==> config.mk <==
export PLATFORM = sky130hd
export DESIGN_NAME = usb_audio_out_ring_writer_flat
export DESIGN_NICKNAME = d
export VERILOG_FILES = /design/src/rtl/core/uaor_pkg.sv /design/src/rtl/core/uaor_if.sv /design/src/rtl/core/usb_audio_out_ring_writer.sv /design/src/flat_wrapper.sv
export VERILOG_INCLUDE_DIRS = /design/src /design/src/rtl/core
export SDC_FILE = /design/constraint.sdc
export NUM_CORES = 1
export LEC_CHECK = 0
export BUFFER_PORTS_ARGS = -buffer_cell sky130_fd_sc_hd__buf_2
export CAP_MARGIN = 30
export CORE_ASPECT_RATIO = 0.9
export CORE_UTILIZATION = 55
export DETAILED_ROUTE_END_ITERATION = 10
export GPL_ROUTABILITY_DRIVEN = 0
export PLACE_DENSITY = 0.76
export SLEW_MARGIN = 20
export SYNTH_ARGS = -nofsm -noshare
export SYNTH_HDL_FRONTEND = slang
export SYNTH_SLANG_ARGS = --single-unit
==> constraint.sdc <==
create_clock -name clock -period 16.63 [get_ports clock]
set_input_delay 2.4945 -clock clock [delete_from_list [all_inputs] [get_ports clock]]
set_output_delay 2.4945 -clock clock [all_outputs]
set_load 0.03 [all_outputs]
==> src/rtl/core/usb_audio_out_ring_writer_assert.svh <==
// Assertion macros for the USB audio OUT ring writer.
// Self-contained; included by modules that carry concurrent checks.
`ifndef USB_AUDIO_OUT_RING_WRITER_ASSERT_SVH
`define USB_AUDIO_OUT_RING_WRITER_ASSERT_SVH

// Same-cycle implication, disabled during reset.
`define UAOR_ASSERT_NOW(label, clk, rst, ante, cons) \
   label: assert property (@(posedge clk) disable iff (rst) (ante) |-> (cons)) \
      else $error("uaor check failed");

// Next-cycle implication, disabled during reset.
`define UAOR_ASSERT_NEXT(label, clk, rst, ante, cons) \
   label: assert property (@(posedge clk) disable iff (rst) (ante) |=> (cons)) \
      else $error("uaor check failed");

`endif

==> src/rtl/core/uaor_pkg.sv <==
// Shared types and constants for the USB audio OUT ring writer.
// No dependencies; compiled first.
package uaor_pkg;

   localparam int RING_SLOTS = 1024;               // power of two, 64..65536
   localparam int RING_AW    = $clog2(RING_SLOTS);
   localparam int ADDR_W     = 10;                 // write_addr field width
   localparam int DMA_W      = 10;
   localparam int WA_W       = 10;
   localparam int TIME_W     = 16;
   localparam int CSR_W      = 16;                 // widest register
   localparam int CSR_IDX_W  = 2;
   localparam int FB_OUT_W   = 19;
   localparam int FB_W       = 21;                 // signed working width

   localparam logic [FB_W-1:0] FB_MID_RATE = FB_W'((64'd44100 * 64'd65536) / 64'd8000);
   localparam logic [FB_W-1:0] FB_MAX      = FB_W'(6 * 65536);
   localparam logic [FB_W-1:0] FB_MIN      = FB_W'(5 * 65536);

   localparam logic [WA_W-1:0]   WRITE_AHEAD_RESET = WA_W'(512);
   localparam logic [TIME_W-1:0] TIMEOUT_RESET     = TIME_W'(6600);

   typedef enum logic [CSR_IDX_W-1:0] {
      CSR_SAMPLE_WIDTH_24   = 2'd0,
      CSR_STREAM_ENABLED    = 2'd1,
      CSR_WRITE_AHEAD_SLOTS = 2'd2,
      CSR_TIMEOUT_TICKS     = 2'd3
   } csr_index_type;

   typedef enum logic {
      MODE_DATA = 1'b0,
      MODE_POLL = 1'b1
   } mode_type;

   typedef struct packed {
      logic                 write_valid;
      logic [ADDR_W-1:0]    write_addr;
      logic signed [31:0]   write_data;
      logic                 feedback_valid;
      logic [FB_OUT_W-1:0]  feedback_value;
      logic                 underrun;
      logic                 timed_out;
      logic                 streaming;
      logic                 spk_on;
   } rsp_beat_type;

endpackage

==> src/rtl/core/uaor_if.sv <==
// Valid/ready channel interfaces for the USB audio OUT ring writer.
// Depends on uaor_pkg for field widths.
interface uaor_req_if;
   import uaor_pkg::*;
   logic                 valid;
   logic                 ready;
   logic                 mode;
   logic [7:0]           data_byte;
   logic [DMA_W-1:0]     dma_offset;
   logic [TIME_W-1:0]    now_time;
   logic                 headphone_in;
   logic                 line_left_in;
   logic                 line_right_in;

   modport source (output valid, mode, data_byte, dma_offset, now_time,
                   headphone_in, line_left_in, line_right_in, input ready);
   modport sink   (input valid, mode, data_byte, dma_offset, now_time,
                   headphone_in, line_left_in, line_right_in, output ready);
endinterface

interface uaor_rsp_if;
   import uaor_pkg::*;
   logic                 valid;
   logic                 ready;
   logic                 write_valid;
   logic [ADDR_W-1:0]    write_addr;
   logic signed [31:0]   write_data;
   logic                 feedback_valid;
   logic [FB_OUT_W-1:0]  feedback_value;
   logic                 underrun;
   logic                 timed_out;
   logic                 streaming;
   logic                 spk_on;

   modport source (output valid, write_valid, write_addr, write_data, feedback_valid,
                   feedback_value, underrun, timed_out, streaming, spk_on,
                   input ready);
   modport sink   (input valid, write_valid, write_addr, write_data, feedback_valid,
                   feedback_value, underrun, timed_out, streaming, spk_on,
                   output ready);
endinterface

==> src/rtl/core/usb_audio_out_ring_writer.sv <==
// USB audio OUT ring writer: byte assembly, ring pointer, timeout and feedback.
// Depends on uaor_pkg, uaor_if.sv and usb_audio_out_ring_writer_assert.svh.
//
// Usage:
//  - req_chan carries one beat per USB audio byte (mode = data) or per
//    service poll (mode = poll), with the DMA slot, timer and jack detects.
//  - rsp_chan returns exactly one beat per request beat: a ring write when a
//    16- or 24-bit sample completes, an unsigned 3.16 feedback value on a poll while
//    streaming, plus underrun/timeout flags, streaming and speaker enable.
//  - csr_we/csr_index/csr_wdata write the four control registers; write only
//    while no request is outstanding.
//  - Response: registered; held in the skid entry while rsp_chan stalls.
//  - Throughput: one beat per cycle when not stalled. All per-beat work
//    (pointer add, lead subtract, divide by 64 and clamp) is one shallow
//    combinational pass between the request handshake and the response register.
//  - Stall: a response register plus one skid entry sit on rsp_chan;
//    req_chan.ready is a flop (skid empty), so one more beat is taken
//    while a response waits, then the input stalls.
//  - Reset: synchronous, active high; registers return to their defaults
//    (16-bit, disabled, write-ahead 512, timeout 6600), state clears, and
//    both response entries empty. No clearing pass.
module usb_audio_out_ring_writer (
   input  logic                          clock,
   input  logic                          reset,
   uaor_req_if.sink                      req_chan,
   uaor_rsp_if.source                    rsp_chan,
   input  logic                          csr_we,
   input  logic [uaor_pkg::CSR_IDX_W-1:0] csr_index,
   input  logic [uaor_pkg::CSR_W-1:0]    csr_wdata
);
   import uaor_pkg::*;

   `include "usb_audio_out_ring_writer_assert.svh"

   // control registers
   logic                sample_width_24_ff;
   logic                stream_enabled_ff;
   logic [WA_W-1:0]     write_ahead_ff;
   logic [TIME_W-1:0]   timeout_ff;

   // stream state
   logic [RING_AW-1:0]  write_pointer_ff, write_pointer_in;
   logic [1:0]          byte_phase_ff, byte_phase_in;
   logic [23:0]         sample_accum_ff, sample_accum_in;
   logic                stream_active_ff, stream_active_in;
   logic [TIME_W-1:0]   last_rx_time_ff, last_rx_time_in;

   // response register and skid entry
   rsp_beat_type        rsp_beat_ff, skid_beat_ff, beat_in;
   logic                rsp_valid_ff, skid_valid_ff;

   logic                accept;
   logic                jack;
   logic [RING_AW-1:0]  dma_ring, wa_ring, lead_now, lead_fb, placed;
   logic [23:0]         accum_or;
   logic [1:0]          phase_next;
   logic                sample_done;
   logic [TIME_W-1:0]   elapsed;
   logic                active_after_to;
   logic                under;
   logic signed [FB_W-1:0] err, quot, fb;
   csr_index_type       csr_sel;

   assign req_chan.ready = !skid_valid_ff;
   assign accept         = req_chan.valid && req_chan.ready;
   assign csr_sel        = csr_index_type'(csr_index);

   // ---- per-beat datapath ----
   always_comb begin
      jack     = req_chan.headphone_in | req_chan.line_left_in | req_chan.line_right_in;
      dma_ring = RING_AW'(req_chan.dma_offset);
      wa_ring  = RING_AW'(write_ahead_ff);
      placed   = dma_ring + wa_ring;
      lead_now = write_pointer_ff - dma_ring;

      write_pointer_in = write_pointer_ff;
      byte_phase_in    = byte_phase_ff;
      sample_accum_in  = sample_accum_ff;
      stream_active_in = stream_active_ff;
      last_rx_time_in  = last_rx_time_ff;

      beat_in          = '0;

      // byte assembly, little-endian
      case (byte_phase_ff)
         2'd0:    accum_or = sample_accum_ff | {16'b0, req_chan.data_byte};
         2'd1:    accum_or = sample_accum_ff | {8'b0, req_chan.data_byte, 8'b0};
         2'd2:    accum_or = sample_accum_ff | {req_chan.data_byte, 16'b0};
         default: accum_or = sample_accum_ff;
      endcase
      phase_next  = byte_phase_ff + 2'd1;
      sample_done = sample_width_24_ff ? (phase_next >= 2'd3) : (phase_next >= 2'd2);

      // timeout check on poll
      elapsed         = req_chan.now_time - last_rx_time_ff;
      active_after_to = stream_active_ff && !(elapsed > timeout_ff);

      // underrun: lead below half the write-ahead (unreduced register)
      under   = (17'(lead_now) < 17'(write_ahead_ff >> 1));
      lead_fb = under ? wa_ring : lead_now;

      // feedback = nominal - (lead - half ring)/64, truncated toward zero
      err  = FB_W'($signed({1'b0, lead_fb})) - FB_W'(RING_SLOTS / 2);
      quot = err[FB_W-1] ? ((err + FB_W'(63)) >>> 6) : (err >>> 6);
      fb   = $signed(FB_MID_RATE) - quot;
      if (fb > $signed(FB_MAX)) begin
         fb = $signed(FB_MAX);
      end
      if (fb < $signed(FB_MIN)) begin
         fb = $signed(FB_MIN);
      end

      if (req_chan.mode == MODE_DATA) begin
         if (stream_enabled_ff) begin
            last_rx_time_in  = req_chan.now_time;
            stream_active_in = 1'b1;
            if (!stream_active_ff) begin
               write_pointer_in = placed;
            end
            if (sample_done) begin
               beat_in.write_valid = 1'b1;
               beat_in.write_addr  = ADDR_W'(write_pointer_in);
               beat_in.write_data  = sample_width_24_ff ? {accum_or, 8'b0}
                                                        : {accum_or[15:0], 16'b0};
               write_pointer_in    = write_pointer_in + RING_AW'(1);
               byte_phase_in       = 2'd0;
               sample_accum_in     = '0;
            end else begin
               byte_phase_in   = phase_next;
               sample_accum_in = accum_or;
            end
         end
      end else begin
         if (stream_active_ff && !active_after_to) begin
            beat_in.timed_out = 1'b1;
         end
         stream_active_in = active_after_to;
         if (stream_enabled_ff) begin
            if (under) begin
               write_pointer_in = placed;
               beat_in.underrun = 1'b1;
            end
            if (active_after_to) begin
               beat_in.feedback_valid = 1'b1;
               beat_in.feedback_value = FB_OUT_W'(fb);
            end
         end
      end

      beat_in.streaming = stream_active_in;
      beat_in.spk_on    = stream_active_in && !jack;
   end

   // ---- state and control registers ----
   always_ff @(posedge clock) begin
      if (reset) begin
         sample_width_24_ff <= 1'b0;
         stream_enabled_ff  <= 1'b0;
         write_ahead_ff     <= WRITE_AHEAD_RESET;
         timeout_ff         <= TIMEOUT_RESET;
         write_pointer_ff   <= '0;
         byte_phase_ff      <= '0;
         sample_accum_ff    <= '0;
         stream_active_ff   <= 1'b0;
         last_rx_time_ff    <= '0;
      end else if (csr_we) begin
         unique case (csr_sel)
            CSR_SAMPLE_WIDTH_24: begin
               sample_width_24_ff <= csr_wdata[0];
               byte_phase_ff      <= '0;
               sample_accum_ff    <= '0;
            end
            CSR_STREAM_ENABLED: begin
               stream_enabled_ff <= csr_wdata[0];
               byte_phase_ff     <= '0;
               sample_accum_ff   <= '0;
               if (!csr_wdata[0]) begin
                  stream_active_ff <= 1'b0;
               end
            end
            CSR_WRITE_AHEAD_SLOTS: write_ahead_ff <= csr_wdata[WA_W-1:0];
            CSR_TIMEOUT_TICKS:     timeout_ff     <= csr_wdata[TIME_W-1:0];
            default: ;
         endcase
      end else if (accept) begin
         write_pointer_ff <= write_pointer_in;
         byte_phase_ff    <= byte_phase_in;
         sample_accum_ff  <= sample_accum_in;
         stream_active_ff <= stream_active_in;
         last_rx_time_ff  <= last_rx_time_in;
      end
   end

   // ---- response register with one skid entry ----
   always_ff @(posedge clock) begin
      if (reset) begin
         rsp_valid_ff  <= 1'b0;
         skid_valid_ff <= 1'b0;
      end else if (skid_valid_ff) begin
         if (rsp_chan.ready) begin
            skid_valid_ff <= 1'b0;
         end
      end else if (accept) begin
         if (!rsp_valid_ff || rsp_chan.ready) begin
            rsp_valid_ff <= 1'b1;
         end else begin
            skid_valid_ff <= 1'b1;
         end
      end else if (rsp_chan.ready) begin
         rsp_valid_ff <= 1'b0;
      end
   end

   always_ff @(posedge clock) begin
      if (skid_valid_ff) begin
         if (rsp_chan.ready) begin
            rsp_beat_ff <= skid_beat_ff;
         end
      end else if (accept) begin
         if (!rsp_valid_ff || rsp_chan.ready) begin
            rsp_beat_ff <= beat_in;
         end else begin
            skid_beat_ff <= beat_in;
         end
      end
   end

   assign rsp_chan.valid          = rsp_valid_ff;
   assign rsp_chan.write_valid    = rsp_beat_ff.write_valid;
   assign rsp_chan.write_addr     = rsp_beat_ff.write_addr;
   assign rsp_chan.write_data     = rsp_beat_ff.write_data;
   assign rsp_chan.feedback_valid = rsp_beat_ff.feedback_valid;
   assign rsp_chan.feedback_value = rsp_beat_ff.feedback_value;
   assign rsp_chan.underrun       = rsp_beat_ff.underrun;
   assign rsp_chan.timed_out      = rsp_beat_ff.timed_out;
   assign rsp_chan.streaming      = rsp_beat_ff.streaming;
   assign rsp_chan.spk_on         = rsp_beat_ff.spk_on;

   // ---- checks ----
   `UAOR_ASSERT_NOW(a_skid_behind_out, clock, reset, skid_valid_ff, rsp_valid_ff)
   `UAOR_ASSERT_NEXT(a_stall_fills_skid, clock, reset,
      accept && rsp_valid_ff && !rsp_chan.ready, skid_valid_ff)
   `UAOR_ASSERT_NOW(a_one_kind, clock, reset, rsp_valid_ff,
      !(rsp_beat_ff.write_valid && rsp_beat_ff.feedback_valid))
   `UAOR_ASSERT_NOW(a_fb_in_range, clock, reset,
      rsp_valid_ff && rsp_beat_ff.feedback_valid,
      rsp_beat_ff.streaming && rsp_beat_ff.feedback_value >= FB_OUT_W'(FB_MIN)
      && rsp_beat_ff.feedback_value <= FB_OUT_W'(FB_MAX))

endmodule

==> src/flat_wrapper.sv <==
// flat-port wrapper written by rule: the top's interface ports become plain ports
module usb_audio_out_ring_writer_flat import uaor_pkg::*;
  (clock, reset, csr_we, csr_index, csr_wdata, req_chan_valid, req_chan_mode, req_chan_data_byte, req_chan_dma_offset, req_chan_now_time, req_chan_headphone_in, req_chan_line_left_in, req_chan_line_right_in, req_chan_ready, rsp_chan_valid, rsp_chan_write_valid, rsp_chan_write_addr, rsp_chan_write_data, rsp_chan_feedback_valid, rsp_chan_feedback_value, rsp_chan_underrun, rsp_chan_timed_out, rsp_chan_streaming, rsp_chan_spk_on, rsp_chan_ready);
  uaor_req_if req_chan_i ();
  uaor_rsp_if rsp_chan_i ();
  input  logic clock;
  input  logic reset;
  input  logic csr_we;
  input  logic [uaor_pkg::CSR_IDX_W-1:0] csr_index;
  input  logic [uaor_pkg::CSR_W-1:0] csr_wdata;
  input wire logic [$bits(req_chan_i.valid)-1:0] req_chan_valid;
  input wire logic [$bits(req_chan_i.mode)-1:0] req_chan_mode;
  input wire logic [$bits(req_chan_i.data_byte)-1:0] req_chan_data_byte;
  input wire logic [$bits(req_chan_i.dma_offset)-1:0] req_chan_dma_offset;
  input wire logic [$bits(req_chan_i.now_time)-1:0] req_chan_now_time;
  input wire logic [$bits(req_chan_i.headphone_in)-1:0] req_chan_headphone_in;
  input wire logic [$bits(req_chan_i.line_left_in)-1:0] req_chan_line_left_in;
  input wire logic [$bits(req_chan_i.line_right_in)-1:0] req_chan_line_right_in;
  output wire logic [$bits(req_chan_i.ready)-1:0] req_chan_ready;
  output wire logic [$bits(rsp_chan_i.valid)-1:0] rsp_chan_valid;
  output wire logic [$bits(rsp_chan_i.write_valid)-1:0] rsp_chan_write_valid;
  output wire logic [$bits(rsp_chan_i.write_addr)-1:0] rsp_chan_write_addr;
  output wire logic [$bits(rsp_chan_i.write_data)-1:0] rsp_chan_write_data;
  output wire logic [$bits(rsp_chan_i.feedback_valid)-1:0] rsp_chan_feedback_valid;
  output wire logic [$bits(rsp_chan_i.feedback_value)-1:0] rsp_chan_feedback_value;
  output wire logic [$bits(rsp_chan_i.underrun)-1:0] rsp_chan_underrun;
  output wire logic [$bits(rsp_chan_i.timed_out)-1:0] rsp_chan_timed_out;
  output wire logic [$bits(rsp_chan_i.streaming)-1:0] rsp_chan_streaming;
  output wire logic [$bits(rsp_chan_i.spk_on)-1:0] rsp_chan_spk_on;
  input wire logic [$bits(rsp_chan_i.ready)-1:0] rsp_chan_ready;
  assign req_chan_i.valid = req_chan_valid;
  assign req_chan_i.mode = req_chan_mode;
  assign req_chan_i.data_byte = req_chan_data_byte;
  assign req_chan_i.dma_offset = req_chan_dma_offset;
  assign req_chan_i.now_time = req_chan_now_time;
  assign req_chan_i.headphone_in = req_chan_headphone_in;
  assign req_chan_i.line_left_in = req_chan_line_left_in;
  assign req_chan_i.line_right_in = req_chan_line_right_in;
  assign req_chan_ready = req_chan_i.ready;
  assign rsp_chan_valid = rsp_chan_i.valid;
  assign rsp_chan_write_valid = rsp_chan_i.write_valid;
  assign rsp_chan_write_addr = rsp_chan_i.write_addr;
  assign rsp_chan_write_data = rsp_chan_i.write_data;
  assign rsp_chan_feedback_valid = rsp_chan_i.feedback_valid;
  assign rsp_chan_feedback_value = rsp_chan_i.feedback_value;
  assign rsp_chan_underrun = rsp_chan_i.underrun;
  assign rsp_chan_timed_out = rsp_chan_i.timed_out;
  assign rsp_chan_streaming = rsp_chan_i.streaming;
  assign rsp_chan_spk_on = rsp_chan_i.spk_on;
  assign rsp_chan_i.ready = rsp_chan_ready;
  usb_audio_out_ring_writer u_core (.clock(clock), .reset(reset), .req_chan(req_chan_i), .rsp_chan(rsp_chan_i), .csr_we(csr_we), .csr_index(csr_index), .csr_wdata(csr_wdata));
endmodule
# == After elaboration in Yosys (flattened, before gate mapping) ==
# Index checks and enable logic that the tools add are counted.
# W data, S select, Z words.
# totals
register_bits,217
inputBits,61
output_inout_bits,69
# op_classes
add_sub_neg,8
n_lt_le_gt_ge,6
n_eq_ne,12
mux,52
n_bitwise,9
reduce_logical,29
# op_table
operator,n
$mux W67,4
$mux W24,6
$mux W43,3
$mux W10,9
$pmux W24 S3,1
$mux W21,3
$mux W32,1
$or A24 B16 Y24,1
$or A24 B24 Y24,1
$or A24 B8 Y24,1
$mux W22,1
$add A21 B7 Y21 const B,1
$gt A21 B20 Y1 const B,1
$lt A21 B20 Y1 const B,1
$sub A20 B21 Y21 const A,1
$mux W20,1
$mux W19,1
$gt A16 B16 Y1,1
$mux W1,16
$sub A16 B16 Y16,1
$mux W2,6
$reduce_and A3 Y1,4
$reduce_and A4 Y1,3
$sub A10 B10 Y11 const B,1
19 further kinds,47

# == Longest topological paths before layout ==
# Gate-level depths: netlist of the first run.
# logic_depth
word_depth,17
mapped_depth,22
mapped_depth_nobuf,21

# == Worst setup path before layout of the first run ==
# Ideal clock, no wire load.
# synth_path
kind,input to register
from,input port req_chan_valid
to,"register u_core.skid_beat_ff[0] in the netlist's numbering, enable pin"
setup_ps,561
arrival_ps,6878
setup_slack_ps,9192
stages,2
n_path_buf,0
path_cell_list,nand2_1 -> nor3b_1
# synth_via
elab_chain_cells,2
# synth_lines
item,line_no,rtl
"start, declared",flat_wrapper.sv:11,input wire logic [$bits(req_chan_i.valid)-1:0] req_chan_valid;
$logic_and A1 B1 Y1,usb_audio_out_ring_writer.sv:65,assign accept = req_chan.valid && req_chan.ready;
$reduce_and A3 Y1 (no line),--,
"end signal, assigned",usb_audio_out_ring_writer.sv:223,skid_beat_ff <= beat_in;
"end, declared",usb_audio_out_ring_writer.sv:49,"rsp_beat_type rsp_beat_ff, skid_beat_ff, beat_in;"
# No other way between the ends.
# A chain may end at the register's enable or synchronous reset.

==> impl_metrics.py, run 1 <==
metrics = {
    "status": {
        "outcome": "finished clean",
    },
    "sta": {
        "report.final.slew_viol_count": 0,
        "fmax_mhz": 152,
        "timing.final.hold_violations": 0,
        "worst_slew_pin_slew_ns": 0.940,
        "fin_setup_tns_ns": 0,
        "post-route-min-period_ns": 6.57,
        "setup_viol": 0,
        "grt_setup_unrepaired": "false",
        "post-route-worst-setup-slack_ns": 10.06,
        "max-slew-margin-rel_pct": 37.3,
        "clock_skew_ns": 0.0143,
        "fin_crit_sh_pct": 39.5,
    },
    "worst_setup_path": {
        "reg2reg_capture_point": "u_core.rsp_chan.spk_on$_DFFE_PP_",
        "worstPathMaxFanout": 11,
        "timing.setup.critical_path_class": "input pin to flop",
        "timing.critical_path.from": "req_chan_now_time[1]",
        "end_kind": "flop",
        "crit_arrival_ns": 6.76,
        "endpoint": "u_core.rsp_chan.spk_on$_DFFE_PP_",
        "r2r_slack_ns": 11.86,
        "crit-reg2reg-launch": "u_core.last_rx_time_ff[1]$_SDFFE_PP0P_",
        "reg2reg_depth": 19,
        "timing.critical_path.from_type": "input pin",
        "critical_path_required_ns": 16.81,
    },
    "yosys": {
        "synth_edf_count": 116,
        "postSynth.asyncResetShare_pct": 0,
        "syn_avg_cell_area_um2": 9.79,
        "synth_top_cell_area_share_pct": 31.6,
        "ys_types": 85,
        "synth.yosys.warnings": 0,
        "synth-seq-area-share_pct": 46.7,
        "synthFlopType": "edfxtp_1",
        "synth_cells": 1125,
        "synth_top_cells_by_area": "edfxtp_1, dfxtp_1, ha_1",
        "netlist.top_cell.by_area": "edfxtp_1",
        "ys_seq_elements": 199,
        "mappedNetlistArea_um2": 11000,
    },
    "power": {
        "p_int_uw": 808,
        "powerDensity_nw_per_um2": 90.8,
        "power.static_leakage_nw": 5.04,
        "vdd_ir_drop_max_mv": 0.0652,
        "seq_power_share_pct": 47.7,
        "comb_power_share_pct": 13.6,
        "totalPowerFinal_mw": 1.13,
        "clock_power_share_pct": 38.7,
        "switchingPower_uw": 320,
        "swShare_pct": 28.4,
    },
    "clock_network": {
        "clock_slew_at_reported_path_ffs_ns": 0.08,
        "number_of_gates_resized_after_cts": 0,
        "numCtsBuffers": 17,
        "cts_tree": "built",
        "cts-root-buf": "clkbuf_16",
        "ctsHtreeMaxLevel": 4,
        "post-cts-setup-buffers": 0,
        "clock_insertion_delay_at_the_later_pin_of_the_skew_report_ns": 0.44,
        "ctsHoldBuffers": 0,
        "sinks_on_clock_net": 199,
        "cts-root-to-sink-buffers": 2,
    },
    "drt": {
        "drt-total-wl_mm": 25.1,
        "routed_length_per_placed_instance_um": 16.8,
        "drtAntennaViolNets": 0,
        "detailedRoute.firstPassIterationCount": 5,
        "drc": 0,
        "drt_iter0_markers": 642,
        "avgViaCountPerCell": 5.83,
        "vias": 8702,
    },
    "hold_path": {
        "timing.hold.worst.class": "flop to flop",
        "hold_path_depth": 2,
    },
    "placement": {
        "preCtsSetupSlack_ns": 9.59,
        "port_buffers": 121,
        "post-dp-hpwl_mm": 18.0,
        "detailed_place.area_um2": 11800,
    },
    "die": {
        "fp.dieArea_um2": 20600,
        "die_h_um": 136,
        "start_util_pct": 56.8,
        "placeableCoreArea_um2": 19400,
        "chipWidth_um": 151,
        "standard_cell_rows": 48,
        "io_pins": 130,
    },
    "global_routing": {
        "grt_pass1_wl_mm": 40.1,
        "number_of_global_route_vias_before_repair": 7907,
        "grt.overflow.total": 0,
        "grt_start_max_net_pins": 84,
        "number_of_antenna_violations_at_the_first_check_in_global_routing": 1,
        "overall_global_routing_resource_usage_pct": 25.2,
    },
    "layout": {
        "layout.cells.most_common": "buf_2",
        "utilization_pct": 64.0,
        "final_nets": 1358,
        "final_layout_size_suffix_gt1_share_pct": 19.5,
        "layout_common_cells": "buf_2, nand2_1, edfxtp_1",
        "design_area_um2": 12400,
        "syn2layout_area_growth_pct": 12.8,
    },
    "flow_run": {
        "drv_cap": 0,
    },
}
[cell usage after synthesis (7+ instances only)]
library cell,n
buf_4,9
o31ai_1,19
o21ai_1,7
ha_1,66
a21o_1,18
nand3_1,12
edfxtp_1,116
nor2_1,114
and2_1,20
clkbuf_1,41
a21oi_1,91
o32ai_1,10
xnor2_1,19
nand4_1,7
nand2_1,119
a211oi_1,10
a22oi_1,23
a211oi_2,7
nor2b_1,13
dfxtp_1,83
xor2_1,11
mux2_2,30
o21ai_0,21
or2_2,20
inv_1,72
a211o_1,10
o22ai_1,8
nor3_1,21
and3_1,10
[sequential cells by signal, indices dropped and copies added (netlist names), 2 cells and up]
signal                          flops
u_core.rsp_chan.write_addr         10
u_core.rsp_chan.feedback_value     19
u_core.last_rx_time_ff             16
u_core.rsp_chan.write_data         24
u_core.skid_beat_ff                58
u_core.sample_accum_ff             24
u_core.timeout_ff                  16
u_core.wa_ring                     10
u_core.byte_phase_ff                2
u_core.write_pointer_ff            10
[power by group through the flow]
stage,clock network (mW),logic [mW],registers [mW]
after global placement,0,0.150,0.549
after detailed placement,0,0.152,0.550
after global routing,0.462,0.170,0.540
after CTS,0.442,0.153,0.538
after floorplan,0,0.0939,0.566
final,0.437,0.153,0.538
[cells by family (layout without fill, tap and decap cells)]
group | after synthesis | count (layout) | share of synthesized area, %
flops | 199 | 199 | 46.7
other cells | 1 | 17 | 0.0341
xor+xnor | 30 | 30 | 2.39
compound gates | 287 | 287 | 18.1
fa+ha+maj | 69 | 69 | 8.04
buf+inv | 135 | 237 | 5.20
mux | 38 | 38 | 3.92
simple gates | 366 | 366 | 15.6
[worst max-delay path, cell delays in order]
cell and delay, ns:
buf_2 0.13, ha_1 0.28, nor2b_1 0.14, o31a_1 0.27, o31ai_1 0.31, a31oi_1 0.15
and4_1 0.22, a2111oi_1 0.59, xnor2_1 0.13, ha_1 0.31, nand2_1 0.06, nor2_1 0.13
nand4_1 0.14, a211o_1 0.24, a41oi_1 0.25, buf_4 0.25, o2bb2ai_1 0.26, nor4_1 0.11
mux2_2 0.29
[area by class of cell]
type | instances | area (um^2)
Inverter | 73 | 274
Clock inverter | 15 | 204
Sequential cell | 199 | 5150
Multi-Input combinational cell | 805 | 5370
Clock buffer | 17 | 425
Antenna cell | 2 | 5.00
Tap cell | 250 | 313
Timing Repair Buffer | 132 | 688
Fill cell | 1600 | 6980
[routing by layer]
| layer | vias to the layer above | routed length [um] | global-route usage [%] |
|---|---|---|---|
| met5 | - | 0 | 0 |
| met4 | 0 | 367 | 7.44 |
| met3 | 29 | 1620 | 4.23 |
| met2 | 278 | 11900 | 40.7 |
| met1 | 4134 | 11200 | 34.6 |
| li1 | 4261 | - | - |
[through the flow]
step / hold WS [ns] / std cells
2_1_floorplan: 0.436 / 1139
3_3_place_gp: 0.442 / 1458
3_5_place_dp: 0.447 / 1458
4_1_cts: 0.458 / 1490
5_1_grt: 0.473 / 1491
6_report: 0.456 / 1493
[how the worst min path moves through the flow]
stage,start,to
3_5_place_dp,u_core.last_rx_time_ff[13]$_SDFFE_PP0P_,u_core.last_rx_time_ff[13]$_SDFFE_PP0P_
3_3_place_gp,u_core.last_rx_time_ff[13]$_SDFFE_PP0P_,u_core.last_rx_time_ff[13]$_SDFFE_PP0P_
2_1_floorplan,u_core.last_rx_time_ff[10]$_SDFFE_PP0P_,u_core.last_rx_time_ff[10]$_SDFFE_PP0P_
5_1_grt,u_core.last_rx_time_ff[12]$_SDFFE_PP0P_,u_core.last_rx_time_ff[12]$_SDFFE_PP0P_
6_report,u_core.last_rx_time_ff[13]$_SDFFE_PP0P_,u_core.last_rx_time_ff[13]$_SDFFE_PP0P_
4_1_cts,u_core.last_rx_time_ff[13]$_SDFFE_PP0P_,u_core.last_rx_time_ff[13]$_SDFFE_PP0P_
No activity file was read; power rests on OpenSTA's default activity.
==> run 2: changes to the inputs <==
==> constraint.sdc (replaced) <==
create_clock -name clock -period 6.7 [get_ports clock]
set_input_delay 1.005 -clock clock [delete_from_list [all_inputs] [get_ports clock]]
set_output_delay 1.005 -clock clock [all_outputs]
set_load 0.03 [all_outputs]
==> run 2 against run 1 <==
Setup slack got worse by 8.3 ns. Critical path depth did not move. Hold slack got worse by 0.00090 ns. Largest power group unchanged. Critical path type unchanged.
==> impl_metrics.py, run 2 (same netlist as run 1, synthesis figures left out) <==
metrics = {
    "status": {
        "outcome": "finished clean",
    },
    "layout": {
        "num_antenna_cells": 0,
        "layout_common_cells": "buf_2, nand2_1, edfxtp_1",
        "regMostFlops": "u_core.skid_beat_ff",
        "fill_cells": 1583,
        "number_of_cells_in_the_finished_layout_apart_from_fillers": 1491,
        "final_layout_size_suffix_gt1_share_pct": 19.5,
        "syn2layout_area_growth_pct": 12.8,
        "final_nets": 1358,
        "utilization_pct": 64.0,
        "layout.cells.most_common": "buf_2",
        "largest_register_ffs": 58,
    },
    "drt": {
        "drt-total-wl_mm": 25.2,
        "vias": 8746,
        "detailedRoute.firstPassIterationCount": 5,
        "drt_iter0_markers": 685,
        "routed_length_per_placed_instance_um": 16.9,
        "avgViaCountPerCell": 5.87,
        "drc": 0,
        "drtAntennaViolNets": 0,
    },
    "power": {
        "switchingPower_uw": 825,
        "power.static_leakage_nw": 5.04,
        "comb_power_share_pct": 13.6,
        "clock_power_share_pct": 38.8,
        "vdd_ir_drop_max_mv": 0.174,
        "seq_power_share_pct": 47.6,
        "powerDensity_nw_per_um2": 226,
        "p_int_mw": 1.98,
        "swShare_pct": 29.4,
    },
    "sta": {
        "fin_crit_sh_pct": 74.2,
        "hold_ws_ns": 0.455,
        "report.final.slew_viol_count": 0,
        "fin_setup_tns_ns": 0,
        "setup_viol": 0,
        "post-route-min-period_ns": 4.97,
        "worst_slew_pin_slew_ns": 0.946,
        "grt_setup_unrepaired": "false",
        "max-slew-margin-rel_pct": 37.0,
        "clock_skew_ns": 0.0132,
        "fmax_mhz": 201,
        "post-route-worst-setup-slack_ns": 1.73,
        "timing.final.hold_violations": 0,
    },
    "clock_network": {
        "cts_tree": "built",
        "cts-root-buf": "clkbuf_16",
        "ctsHoldBuffers": 0,
        "number_of_gates_resized_after_cts": 0,
        "clock_slew_at_reported_path_ffs_ns": 0.08,
        "numCtsBuffers": 17,
        "clock_insertion_delay_at_the_later_pin_of_the_skew_report_ns": 0.45,
        "ctsHtreeMaxLevel": 4,
        "post-cts-setup-buffers": 0,
        "cts-root-to-sink-buffers": 2,
        "sinks_on_clock_net": 199,
    },
    "global_routing": {
        "overall_global_routing_resource_usage_pct": 25.1,
        "grt_pass1_wl_mm": 40.2,
        "grt_start_max_net_pins": 84,
        "grt.overflow.total": 0,
        "number_of_antenna_violations_at_the_first_check_in_global_routing": 1,
        "number_of_global_route_vias_before_repair": 7936,
    },
    "worst_setup_path": {
        "timing.critical_path.from_type": "input pin",
        "slowest_stage": "a2111oi_1",
        "most_used_cell_along_the_critical_path": "ha_1",
        "timing.setup.critical_path_class": "input pin to flop",
        "end_kind": "flop",
        "worstPathCellList": "buf_2, ha_1, nor2b_1, o31a_1, o31ai_1, a31oi_1, and4_1, a2111oi_1, xnor2_1, ha_1, nand2_1, nor2_1, nand4_1, a211o_1, a41oi_1, buf_4, o2bb2ai_1, nor4_1, mux2_2",
        "crit_arrival_ns": 5.18,
        "cpPeakStageDelay_ns": 0.56,
        "critical_path.top_delay_family": "compound AO/OA/AOI/OAI gates",
        "cp.buffers_inverters": 2,
        "critical_path_required_ns": 6.91,
        "crit_cells": 19,
        "worstPathMaxFanout": 11,
        "reg2reg_depth": 19,
    },
    "die": {
        "chipWidth_um": 151,
        "io_pins": 130,
        "standard_cell_rows": 48,
        "fp.dieArea_um2": 20600,
        "start_util_pct": 56.8,
        "placeableCoreArea_um2": 19400,
        "die_h_um": 136,
    },
    "placement": {
        "preCtsSetupSlack_ns": 1.28,
        "port_buffers": 121,
        "post-dp-hpwl_mm": 18.0,
        "dp.cells": 1459,
    },
    "hold_path": {
        "timing.hold.worst.class": "flop to flop",
        "hold_path_depth": 2,
    },
    "flow_run": {
        "drv_cap": 0,
    },
}
run 2: cell types whose count changed in the layout (fill, tap and decap cells not counted):
cell | previous run | this run
clkinvlp_4 | 1 | 0
clkinv_8 | 2 | 3
inv_6 | 1 | 3
diode_2 | 2 | 0
inv_8 | 6 | 2
inv_12 | 3 | 7
bufinv_16 | 1 | 0
clkinv_4 | 1 | 0
run 2: worst paths after layout:
| kind | startpoint | endpoint | slack, ns |
|---|---|---|---|
| max | req_chan_now_time[1] | u_core.rsp_chan.spk_on$_DFFE_PP_ | 1.73 |
| min | u_core.last_rx_time_ff[9]$_SDFFE_PP0P_ | u_core.last_rx_time_ff[9]$_SDFFE_PP0P_ | 0.46 |
| max reg2reg | u_core.last_rx_time_ff[1]$_SDFFE_PP0P_ | u_core.rsp_chan.spk_on$_DFFE_PP_ | 2.03 |
| min reg2reg | u_core.last_rx_time_ff[9]$_SDFFE_PP0P_ | u_core.last_rx_time_ff[9]$_SDFFE_PP0P_ | 0.46 |
run 2: layout make-up:
type / count / area, um^2 / area share (%)
multi-input cells: 805 / 5370 / 43.2
flip-flops and latches: 199 / 5150 / 41.4
repair buffers: 132 / 688 / 5.54
clock buffers: 17 / 425 / 3.42
well taps: 250 / 313 / 2.52
inverters: 73 / 274 / 2.21
clock inverters: 15 / 211 / 1.70
run 2: worst register-to-register path, delay by kind of cell (launching register included):
kind                       cells  cell delay, ns
AOI/OAI and AO/OA              7            1.99
and+or+nand+nor                6            0.80
adders and majority gates      2            0.58
DFF                            1            0.33
buffers and inverters          2            0.31
muxes                          1            0.27
xor gates and xnor gates       1            0.13
run 2: power groups by stage:
stage	clock [mW]	combinational, mW	sequential [mW]
after detailed placement	0	0.378	1.36
after global placement	0	0.371	1.36
after floorplan	0	0.233	1.41
final	1.09	0.383	1.34
after CTS	1.11	0.381	1.34
after global routing	1.15	0.421	1.34
run 2: routing by layer:
metal	share of wire, %	global-route usage, %	wire length (um)
met1	46	35.1	11500
met2	46	39.4	11600
met3	6.7	4.53	1680
met4	1.5	7.56	380
met5	0.032	0	8
run 2: per-stage QoR:
stage	total power [mW]	area, um^2
global placement	1.73	11800
global route	2.91	12400
finish	2.81	12400
CTS	2.82	12400
detailed placement	1.74	11800
floorplan	1.64	11100
==> run 3: changes to the inputs <==
--- a/config.mk
+++ b/config.mk
@@ -6,6 +6,7 @@
 export SDC_FILE = /design/constraint.sdc
 export NUM_CORES = 1
 export LEC_CHECK = 0
+export ABC_AREA = 1
 export BUFFER_PORTS_ARGS = -buffer_cell sky130_fd_sc_hd__buf_2
 export CAP_MARGIN = 30
 export CORE_ASPECT_RATIO = 0.9
==> constraint.sdc (replaced) <==
create_clock -name clock -period 5.1 [get_ports clock]
set_input_delay 0.765 -clock clock [delete_from_list [all_inputs] [get_ports clock]]
set_output_delay 0.765 -clock clock [all_outputs]
set_load 0.03 [all_outputs]
==> run 3 against run 2 <==
Global-route usage decreased by 0.36 points. Hold slack improved by 0.0066 ns. Die area decreased by 0.37%. Wire length decreased by 1.7%. Clock-buffer cell count unchanged. Total power increased by 38%. Flip-flop and latch count unchanged. First-iteration DRC count increased by 7.3%. Register-to-register slack got worse by 1.1 ns. Non-clock buffer count unchanged. Critical path depth increased by 6.
==> impl_metrics.py, run 3 <==
metrics = {
    "global_routing": {
        "number_of_antenna_violations_at_the_first_check_in_global_routing": 3,
        "number_of_global_route_vias_before_repair": 8243,
        "overall_global_routing_resource_usage_pct": 24.7,
        "grt_pass1_wl_mm": 39.3,
        "grt_start_max_net_pins": 65,
        "grt.overflow.total": 0,
    },
    "sta": {
        "setup_viol": 0,
        "clock_skew_ns": 0.0126,
        "fmax_mhz": 229,
        "max-slew-margin-rel_pct": 49.3,
        "hold_ws_ns": 0.462,
        "grt_setup_unrepaired": "false",
        "report.final.slew_viol_count": 0,
        "worst_slew_pin_slew_ns": 0.758,
        "timing.final.hold_violations": 0,
        "post-route-min-period_ns": 4.36,
        "fin_crit_sh_pct": 85.5,
        "fin_setup_tns_ns": 0,
    },
    "worst_setup_path": {
        "slowest_stage": "fa_1",
        "crit_arrival_ns": 4.67,
        "end_kind": "flop",
        "worstPathMaxFanout": 7,
        "cpPeakStageDelay_ns": 0.40,
        "timing.setup.critical_path_class": "input pin to flop",
        "most_used_cell_along_the_critical_path": "nand2_1",
        "critical_path.top_delay_family": "simple AND/OR/NAND/NOR gates",
        "timing.critical_path.from_type": "input pin",
        "critical_path_required_ns": 5.41,
        "cp.buffers_inverters": 4,
    },
    "clock_network": {
        "ctsHtreeMaxLevel": 4,
        "clock_insertion_delay_at_the_later_pin_of_the_skew_report_ns": 0.45,
        "clock_slew_at_reported_path_ffs_ns": 0.08,
        "numCtsBuffers": 17,
        "cts-root-buf": "clkbuf_16",
        "ctsHoldBuffers": 0,
        "post-cts-setup-buffers": 0,
        "cts_tree": "built",
        "sinks_on_clock_net": 199,
        "cts-root-to-sink-buffers": 2,
        "number_of_gates_resized_after_cts": 0,
    },
    "yosys": {
        "synth_top_cell_area_share_pct": 31.7,
        "synth.yosys.warnings": 0,
        "netlist.top_cell.by_area": "edfxtp_1",
        "postSynth.asyncResetShare_pct": 0,
        "dominant_cell_by_count_in_the_synthesized_netlist": "nand2_1",
        "synth_edf_count": 116,
        "synth-seq-area-share_pct": 46.9,
        "mappedNetlistArea_um2": 11000,
        "synthFlopType": "edfxtp_1",
        "synth_cells": 1322,
        "post_synth_most_frequent_cells": "nand2_1, inv_1, edfxtp_1, a21oi_1, o21ai_0",
        "syn_avg_cell_area_um2": 8.30,
        "ys_seq_elements": 199,
        "synth_top_cells_by_area": "edfxtp_1, dfxtp_1, nand2_1",
        "ys_types": 47,
    },
    "drt": {
        "drc": 0,
        "detailedRoute.firstPassIterationCount": 5,
        "drt-total-wl_mm": 24.7,
        "vias": 9070,
        "topRoutingLayerUsed": "met5",
        "wirelength_met1_mm": 11.2,
        "drtAntennaViolNets": 0,
        "drt_iter0_markers": 735,
        "met3_wirelength_mm": 1.52,
        "routed_length_per_placed_instance_um": 14.5,
        "avgViaCountPerCell": 5.34,
        "met2_length_mm": 11.7,
    },
    "die": {
        "chipWidth_um": 151,
        "io_pins": 130,
        "standard_cell_rows": 48,
        "start_util_pct": 56.7,
        "die_h_um": 136,
        "placeableCoreArea_um2": 19300,
        "fp.dieArea_um2": 20500,
    },
    "layout": {
        "fill_cells": 1604,
        "number_of_cells_in_the_finished_layout_apart_from_fillers": 1700,
        "largest_register_ffs": 58,
        "layout.cells.most_common": "nand2_1",
        "multi_input_comb_area_um2": 4980,
        "syn2layout_area_growth_pct": 13.6,
        "sequential_cell_area_um2": 5150,
        "layout_common_cells": "nand2_1, inv_1, buf_2",
        "regMostFlops": "u_core.skid_beat_ff",
        "design_area_um2": 12500,
        "final_layout_size_suffix_gt1_share_pct": 15.3,
        "final_nets": 1565,
    },
    "placement": {
        "post-dp-hpwl_mm": 18.0,
        "port_buffers": 121,
        "dp.cells": 1664,
        "detailed_place.area_um2": 11800,
    },
    "hold_path": {
        "timing.hold.worst.class": "flop to flop",
    },
    "flow_run": {
        "drv_cap": 0,
    },
    "power": {
        "powerDensity_nw_per_um2": 310,
        "power.static_leakage_nw": 5.73,
        "vdd_ir_drop_max_mv": 0.241,
    },
    "status": {
        "outcome": "finished clean",
    },
}
==> run 3: final timing paths <==
kind	to	slack (ns)	depth (start not counted)	start
min	u_core.last_rx_time_ff[6]$_SDFFE_PP0P_	0.46	2	u_core.last_rx_time_ff[6]$_SDFFE_PP0P_
max reg2reg	u_core.rsp_chan.feedback_value[4]$_DFFE_PP_	0.89	23	u_core.last_rx_time_ff[0]$_SDFFE_PP0P_
min reg2reg	u_core.last_rx_time_ff[6]$_SDFFE_PP0P_	0.46	2	u_core.last_rx_time_ff[6]$_SDFFE_PP0P_
max	u_core.rsp_chan.feedback_value[4]$_DFFE_PP_	0.74	25	req_chan_now_time[0]
==> run 3: worst min-delay path, delay by kind of cell, from the launching register on <==
kind	cells	cell delay, ns
AOI/OAI and AO/OA	1	0.06
buffers and inverters	1	0.06
DFF	1	0.30
==> run 3: metrics by stage <==
stage	utilization, %	power (mW)	worst slack, ns
6_report	64.5	3.87	0.740
3_3_place_gp	60.9	2.46	0.556
5_1_grt	64.5	4.03	0.316
2_1_floorplan	-	2.32	1.11
3_5_place_dp	61.0	2.49	0.331
4_1_cts	64.3	3.89	0.737
==> run 3: logic make-up after synthesis <==
family | Yosys count | share of synthesized area, %
and+or+nand+nor | 528 | 21.0
AOI/OAI and AO/OA | 276 | 13.9
buffers and inverters | 227 | 8.32
DFF | 199 | 46.9
adders and majority gates | 69 | 8.07
xor gates and xnor gates | 21 | 1.68
other | 1 | 0.0342
muxes | 1 | 0.0912
==> run 3: layout make-up <==
cell class                 instances  area share [%]
antenna                            2          0.0401
clock buffer                      17            3.41
clock inverter                    15            1.67
inverter                         175            5.28
multi-input combinational        910            40.0
sequential                       199            41.3
tap                              250            2.51
timing repair buffer             132            5.84
==> run 3: layer usage <==
metal | vias to the layer above | GRT usage [%]
li1 | 4616 | -
met1 | 4145 | 33.0
met2 | 284 | 40.5
met3 | 23 | 5.10
met4 | 2 | 6.94
met5 | - | 0
==> run 3: power breakdown <==
part           internal [mW]  switching, mW
Combinational          0.215          0.448
Sequential              1.77         0.0295
Clock                  0.684          0.724
